**config.mk**
```make
export PLATFORM = sky130hd
export DESIGN_NAME = fpa_front
export DESIGN_NICKNAME = d
export VERILOG_FILES = /design/src/sv/fpa_pkg.sv /design/src/sv/fpa_front.sv
export SDC_FILE = /design/constraint.sdc
export NUM_CORES = 2
export LEC_CHECK = 0
export BUFFER_PORTS_ARGS = -buffer_cell sky130_fd_sc_hd__buf_2
export CAP_MARGIN = 10
export CORE_MARGIN = 2
export CORE_UTILIZATION = 30
export DETAILED_ROUTE_END_ITERATION = 7
export PLACE_DENSITY_LB_ADDON = 0.08
export SYNTH_ARGS = -nofsm -noshare
export SYNTH_HDL_FRONTEND = slang
export SYNTH_SLANG_ARGS = --single-unit
export TNS_END_PERCENT = 5
```
**constraint.sdc**
```tcl
create_clock -name clk_i -period 8.7 [get_ports clk_i]
set_clock_uncertainty 0.15 [all_clocks]
set_input_delay 2.61 -clock clk_i [delete_from_list [all_inputs] [get_ports clk_i]]
set_output_delay 2.61 -clock clk_i [all_outputs]
set_load 0.1 [all_outputs]
```
**src/sv/fpa_pkg.sv**
```systemverilog
// ----------------------------------------------------------------------------
// fpa_pkg
// Types and constants of the fixed-point ALU pipeline.
// ----------------------------------------------------------------------------
package fpa_pkg;

  localparam int unsigned FRAC_BITS = 8;
  localparam int unsigned QUO_BITS  = 33;

  localparam logic [63:0] ROUND_HALF =
    (FRAC_BITS > 0) ? (64'd1 << (FRAC_BITS - 1)) : 64'd0;

  typedef enum logic [3:0] {
    OP_ADD = 4'd0,
    OP_SUB = 4'd1,
    OP_MUL = 4'd2,
    OP_DIV = 4'd3,
    OP_GT  = 4'd4,
    OP_LT  = 4'd5,
    OP_GE  = 4'd6,
    OP_LE  = 4'd7,
    OP_EQ  = 4'd8,
    OP_NE  = 4'd9,
    OP_MIN = 4'd10,
    OP_MAX = 4'd11,
    OP_INC = 4'd12,
    OP_DEC = 4'd13
  } op_e;

  typedef enum logic [1:0] {
    KIND_DIRECT = 2'd0,
    KIND_MUL    = 2'd1,
    KIND_DIV    = 2'd2
  } kind_e;

  typedef struct packed {
    kind_e                kind;
    logic                 neg;
    logic                 ovf;
    logic [31:0]          value;
    logic                 cmp;
    logic                 dz;
    logic                 sat;
    logic [63:0]          wide;
    logic [63:0]          dk;
    logic [QUO_BITS-1:0]  quo;
  } stage_t;

endpackage

```
**src/sv/fpa_front.sv**
```systemverilog
// ----------------------------------------------------------------------------
// fpa_front
// Input stage: decodes the operation, finishes the simple operations and
// prepares the product or the division operands for the cell row.
// ----------------------------------------------------------------------------
module fpa_front
  import fpa_pkg::*;
(
  input  logic               clk_i,
  input  logic               rst_ni,
  input  logic               in_valid_i,
  output logic               in_ready_o,
  input  logic [3:0]         operation_i,
  input  logic signed [31:0] operand_a_i,
  input  logic signed [31:0] operand_b_i,
  output logic               stage_valid_o,
  output stage_t             stage_o,
  input  logic               next_ready_i
);

  logic               valid_q;
  stage_t             stage_q;
  stage_t             stage_d;
  logic signed [32:0] a_ext;
  logic signed [32:0] b_ext;
  logic [31:0]        mag_a;
  logic [31:0]        mag_b;
  logic [63:0]        num;

  function automatic logic [32:0] clamp33(input logic signed [32:0] x);
    logic [32:0] r;
    if (x[32] != x[31]) begin
      r = {1'b1, (x[32] ? 32'h8000_0000 : 32'h7FFF_FFFF)};
    end else begin
      r = {1'b0, x[31:0]};
    end
    return r;
  endfunction

  assign a_ext = {operand_a_i[31], operand_a_i};
  assign b_ext = {operand_b_i[31], operand_b_i};
  assign mag_a = operand_a_i[31] ? (32'd0 - operand_a_i) : operand_a_i;
  assign mag_b = operand_b_i[31] ? (32'd0 - operand_b_i) : operand_b_i;
  assign num   = {32'd0, mag_a} << (FRAC_BITS + 1);

  always_comb begin
    stage_d       = '0;
    stage_d.kind  = KIND_DIRECT;
    stage_d.neg   = operand_a_i[31] ^ operand_b_i[31];
    stage_d.wide  = num;
    stage_d.dk    = {32'd0, mag_b} << (QUO_BITS - 1);
    stage_d.ovf   = {1'b0, num} >= ({33'd0, mag_b} << QUO_BITS);
    case (op_e'(operation_i))
      OP_ADD: {stage_d.sat, stage_d.value} = clamp33(a_ext + b_ext);
      OP_SUB: {stage_d.sat, stage_d.value} = clamp33(a_ext - b_ext);
      OP_INC: {stage_d.sat, stage_d.value} = clamp33(a_ext + 33'sd1);
      OP_DEC: {stage_d.sat, stage_d.value} = clamp33(a_ext - 33'sd1);
      OP_MUL: begin
        stage_d.kind = KIND_MUL;
        stage_d.wide = {32'd0, mag_a} * {32'd0, mag_b};
      end
      OP_DIV: begin
        if (operand_b_i == 32'sd0) begin
          stage_d.dz    = 1'b1;
          stage_d.value = operand_a_i;
        end else begin
          stage_d.kind = KIND_DIV;
        end
      end
      OP_GT:  stage_d.cmp = operand_a_i >  operand_b_i;
      OP_LT:  stage_d.cmp = operand_a_i <  operand_b_i;
      OP_GE:  stage_d.cmp = operand_a_i >= operand_b_i;
      OP_LE:  stage_d.cmp = operand_a_i <= operand_b_i;
      OP_EQ:  stage_d.cmp = operand_a_i == operand_b_i;
      OP_NE:  stage_d.cmp = operand_a_i != operand_b_i;
      OP_MIN: stage_d.value = (operand_a_i < operand_b_i) ? operand_a_i : operand_b_i;
      OP_MAX: stage_d.value = (operand_a_i > operand_b_i) ? operand_a_i : operand_b_i;
      default: stage_d.value = 32'd0;
    endcase
  end

  assign in_ready_o = !valid_q || next_ready_i;

  always_ff @(posedge clk_i or negedge rst_ni) begin
    if (!rst_ni) begin
      valid_q <= 1'b0;
    end else if (in_ready_o) begin
      valid_q <= in_valid_i;
    end
  end

  always_ff @(posedge clk_i) begin
    if (in_valid_i && in_ready_o) begin
      stage_q <= stage_d;
    end
  end

  assign stage_valid_o = valid_q;
  assign stage_o       = stage_q;

endmodule

```
# ---- Yosys cells after proc, flatten, opt, wreduce, memory -nomap -nowiden
# Cells that the tools add are included.
dict set report word_totals {
  ff_bits 136
  elab_cells 68
  out_inout_bits 202
}
dict set report op_classes {
  n_reduce_logical 5
  addsub 6
  order_cmp 5
  muxes 20
  eq_ne 19
  multipliers 1
  bitwise 1
}
# op n
set op_table {}
lappend op_table {{two-way mux 32 bit} 9}
lappend op_table {{one-hot mux 32 bit (7 select lines)} 1}
lappend op_table {{two-way mux 33 bit} 4}
lappend op_table {{>= comparator 41 x 65 -> 1 bit} 1}
lappend op_table {{multiplier 32 x 32 -> 64 bit} 1}
lappend op_table {{subtractor 1 x 32 -> 32 bit (first input constant)} 2}
lappend op_table {{two-way mux 41 bit} 1}
lappend op_table {{adder 32 x 2 -> 33 bit (second input constant)} 1}
lappend op_table {{adder 32 x 32 -> 33 bit} 1}
lappend op_table {{subtractor 32 x 2 -> 33 bit (second input constant)} 1}
lappend op_table {{subtractor 32 x 32 -> 33 bit} 1}
lappend op_table {{== test 32 bit} 1}
lappend op_table {{>= comparator 32 bit} 1}
lappend op_table {{> comparator 32 bit} 1}
lappend op_table {{<= comparator 32 bit} 1}
lappend op_table {{zero test 32 bit} 1}
lappend op_table {{less-than comparator 32 bit} 1}
lappend op_table {{!= test 32 bit} 1}
lappend op_table {{== test 4 bit (second input constant)} 6}
lappend op_table {{== test 4 x 3 -> 1 bit (second input constant)} 4}
lappend op_table {{== test 4 x 2 -> 1 bit (second input constant)} 2}
lappend op_table {{one-hot mux 1 bit (6 select lines)} 1}
lappend op_table {{== test 4 x 1 -> 1 bit (second input constant)} 1}
lappend op_table {{zero test 4 bit} 1}
lappend op_table {{9 further kinds} 12}

# ---- Depth between registers and ports, before layout
dict set report depth {
  ltp_word 4
  ltp_mapped 41
}

# ---- Worst setup path after synthesis
# OpenSTA, ideal clock, no wires.
dict set report synth_timing {
  path_kind {input port to flip-flop}
  startpoint {in operand_a_i[0]}
  endpoint {reg stage_q, in the netlist stage_o[157] (data pin)}
  setup_ns 0.269
  arrival_ns 12.347
  setup_slack_ns -4.067
  path_stages 36
  t_required_ns 8.281
  path_cell_list {clkbuf_1 -> inv_2 -> clkbuf_1 -> ha_1 -> or4b_4 -> or4_1 -> buf_2 -> nand2b_4 -> buf_6 -> or4_1 -> and2_4 -> xnor2_4 -> inv_2 -> buf_2 -> ha_1 -> fa_1 -> inv_1 -> fa_1 -> fa_1 -> fa_1 -> inv_1 -> fa_1 -> fa_1 -> fa_1 -> fa_1 -> ha_1 -> clkbuf_1 -> nand4_1 -> nor3_1 -> nand2_1 -> and3_1 -> a21o_1 -> a211o_1 -> a2111oi_0 -> o21ai_0 -> nor3b_1}
}
dict set report synth_between {
  elab_chain_cells 3
}
# element line_no
set synth_rtl {}
lappend synth_rtl {{from (decl)} fpa_front.sv:14} ;# input logic signed [31:0] operand_a_i,
lappend synth_rtl {{subtractor 1 x 32 -> 32 bit} fpa_front.sv:42} ;# assign mag_a = operand_a_i[31] ? (32'd0 - operand_a_i) : operand_a_i;
lappend synth_rtl {{two-way mux 32 bit *} fpa_front.sv:42}
lappend synth_rtl {{multiplier 32 x 32 -> 64 bit *} fpa_front.sv:60} ;# stage_d.wide = {32'd0, mag_a} * {32'd0, mag_b};
lappend synth_rtl {{to (signal assigned)} fpa_front.sv:94} ;# stage_q <= stage_d;
lappend synth_rtl {{to (decl)} fpa_front.sv:22} ;# stage_t stage_q;
# Every way passes the cells marked *; elsewhere a longest branch is shown, timed or not.
# A chain may end at the register's enable or synchronous reset.

# ---- Worst setup path in the final report
dict set report layout_timing {
  startpoint {in operand_a_i[8]}
  endpoint {reg stage_q, in the netlist stage_o[158] (data pin)}
}
# The elaborated chain is that of the path after synthesis.

==> metrics.txt <==
multi-input combinational cell area=37500 µm²; post-synth cell types=83; failing checks=negative setup slack; DRC viols=0; DR WL/cell=approximately 25 µm; drt via density=4.95; CP max FO=5; status=finished with violations; final core occ=0.384; DR vias=slightly above 40000; crit path time final=approximately 12 ns; Core ar.=~150000 µm²; clk slew on worst S/H paths=approximately 0.08 ns; num ports=between 200 and 300; gpl congestion=around 0.94; number of synthesized flops with an enable pin=about 140; Yosys top cell area share=0.396; relative slew slack=0.268; Port Buffers=approximately 210; Cell Area, Synth=45500 µm²; CTS sink cnt=~140; Syn. warnings=0; Seq/Total Area, Yosys=0.0897; Fill cells=about 16000; drt pass-1 iters=6; CP startpoint=operand_a_i[8]; initial antenna violation count=6; fin worst setup slack=-2.98 ns; first-pass GRT wire length=between 300000 and 400000 µm; Area Overhead vs Synth=26.7%; Max Fclk=about 86 MHz; Crit path max-delay family=adder cells; Die Wd=393 µm; Crit. End Element=register; Hold Vio Cnt, Final=0; RSZ-0062 raised after global routing=yes; Setup crit start kind=input port; DIE AREA=approximately 150000 µm²; Reg2Reg Depth=3; R2R Path End=stage_o[79]; Syn Area/Cell=8.48 µm²; Hold Path Sink=stage_valid_o; Worst-Margin Slew=~1.1 ns; r2r startpoint=stage_valid_o; Synth Register Bits=136; storage element area=around 4000 µm²; number of DRC markers in iteration 0=between 2000 and 3000; synth top area cells=fa_1, ha_1, edfxtp_1, inv_1, nor2_1; CP most frequent cell=fa_1; worst-skew pair later-pin latency=approximately 0.56 ns; ratio of cells with drive above 1 in the final layout=0.226; top cell type by total area after synthesis=fa_1; final setup fails=54; Synth Flop Type=edfxtp_1; vias in the first global route=~44000; Final Max Tran Viols=0; cell total after placement=a little over 8000; Syn Inst Count=5362; Critical Path RT=approximately 8.8 ns; Detail Route Antenna Nets=0; cts hold-fix bufs=0; Max-cap violations=0; H-tree depth=4; hold path start=stage_valid_o; Slowest cell on crit path=or4_4; Die Y=393 µm; Total GRT Usage=0.271; DP Wirelength=176000 µm; Rows=about 140; clock root cell=clkbuf_16; remaining global-route overflow=0; pin count of the biggest net entering global routing=between 90 and 100; clock buffer count from CTS=17; clk buf depth=2; # nets final=roughly 7500; register-to-register setup slack=6.39 ns; CP max stage delay=~0.60 ns; CTS tree=done; Post-Route WL=between 200000 and 250000 µm; worst hold path depth=2; CP Data Arrival Time=roughly 12 ns; Hold Crit Class=register to register; Period Utilization, post-route=1.34; final non-filler cell total=8243; kind of critical path=input port to register; Placement Setup Slack=-4.31 ns; Critical path buffers and inverters=7; Starting Density=0.303; post-synthesis async set-or-reset flop share=0.00735
-- worst max-delay path by stage --
stage	end	slack (ns)	depth (start not counted)
2_1_floorplan	stage_o[154]	-3.21	37
3_3_place_gp	stage_o[160]	-4.31	36
3_5_place_dp	stage_o[160]	-4.31	36
4_1_cts	stage_o[158]	-3.01	35
5_1_grt	stage_o[158]	-3.15	33
6_report	stage_o[158]	-2.98	32
-- layout make-up --
type / instances / area share
flip-flops and latches: 136 / 0.0708
repair buffers: 1126 / 0.157
clock buffers: 17 / 0.00739
inverters: 1015 / 0.0665
diodes: 1 / 0.0000435
multi-input cells: 3917 / 0.651
clock inverters: 15 / 0.00309
well taps: 2016 / 0.0438
-- Yosys cell counts (all sizes together), types with 8 or more instances --
library cell and count:
edfxtp 135, a221oi 22, inv 998, buf 102, clkbuf 256, nor4 21
o31ai 33, clkinv 17, o22ai 10, nor2b 13, o21bai 29, a21o 59
o21a 16, or2 8, a31oi 22, and3 38, o41ai 9, a221o 9
or4 13, a21oi 201, nor2 734, nor3 47, a211oi 26, o311ai 8
xnor2 138, mux2i 9, a21boi 8, and2 21, or3 29, ha 346
nor3b 10, nand4 47, fa 898, nand3 67, o211ai 12, o21ai 183
nand2 587, nand2b 33, xor2 54
-- state kept, by name, summed over array words and instances, names as in the netlist --
name / cells
stage_o: 135
stage_valid_o: 1
-- cells in the final DEF, fill, tap and decap left out, types with 58 or more instances in the layout --
| cell type | synthesis | layout |
|---|---|---|
| nand3_1 | 67 | 65 |
| xnor2_1 | 136 | 84 |
| edfxtp_1 | 135 | 135 |
| conb_1 | 1 | 65 |
| inv_1 | 992 | 984 |
| o21ai_0 | 181 | 148 |
| buf_2 | 16 | 202 |
| nand2_1 | 587 | 581 |
| nor2_1 | 733 | 724 |
| a21o_1 | 59 | 58 |
| ha_1 | 346 | 332 |
| a21oi_1 | 201 | 176 |
| buf_12 | 0 | 76 |
| buf_4 | 66 | 823 |
| fa_1 | 898 | 886 |
-- metrics by stage --
step | hold slack (ns) | area, µm² | TNS [ns]
floorplan | 1.63 | 45900 | -136.32
global placement | 0.359 | 55800 | -184.80
detailed placement | 0.379 | 55800 | -185.89
CTS | 0.400 | 57000 | -123.12
global route | 0.438 | 57600 | -133.48
finish | 0.385 | 57600 | -120.53
-- worst min-delay path, delay by kind of cell, from the launching register on --
kind / cells / cell delay [ns]
simple gates: 2 / 0.15
flops: 1 / 0.35
-- metal layers --
metal / wire length (µm) / vias up / global-route usage
met5: 61 / - / 0
met4: 7120 / 8 / 0.0819
met3: 8940 / 215 / 0.0297
met2: 97700 / 1115 / 0.457
met1: 91900 / 21200 / 0.364
li1: - / 18300 / -
-- cells by family (layout without fill, tap and decap cells) --
kind of cell	Yosys count	after routing	share of synthesized area
and+or+nand+nor	1689	1689	0.159
buffers and inverters	1373	2173	0.120
adders and majority gates	1244	1244	0.491
AOI/OAI and AO/OA	716	716	0.0999
xor gates and xnor gates	192	192	0.0378
DFF	136	136	0.0897
muxes	11	11	0.00248
other	1	66	0.0000825
-- what timing repair did --
item	CTS	global route
endpoints found under the setup margin	55	55
hold endpoints to repair	0	0
pin swaps	53	47
setup buffers	15	12
cloned	1	2
gates resized for setup	124	89
Power is not shown: default switching activity piles up to over one toggle a cycle in this logic, so the estimate is an artifact.
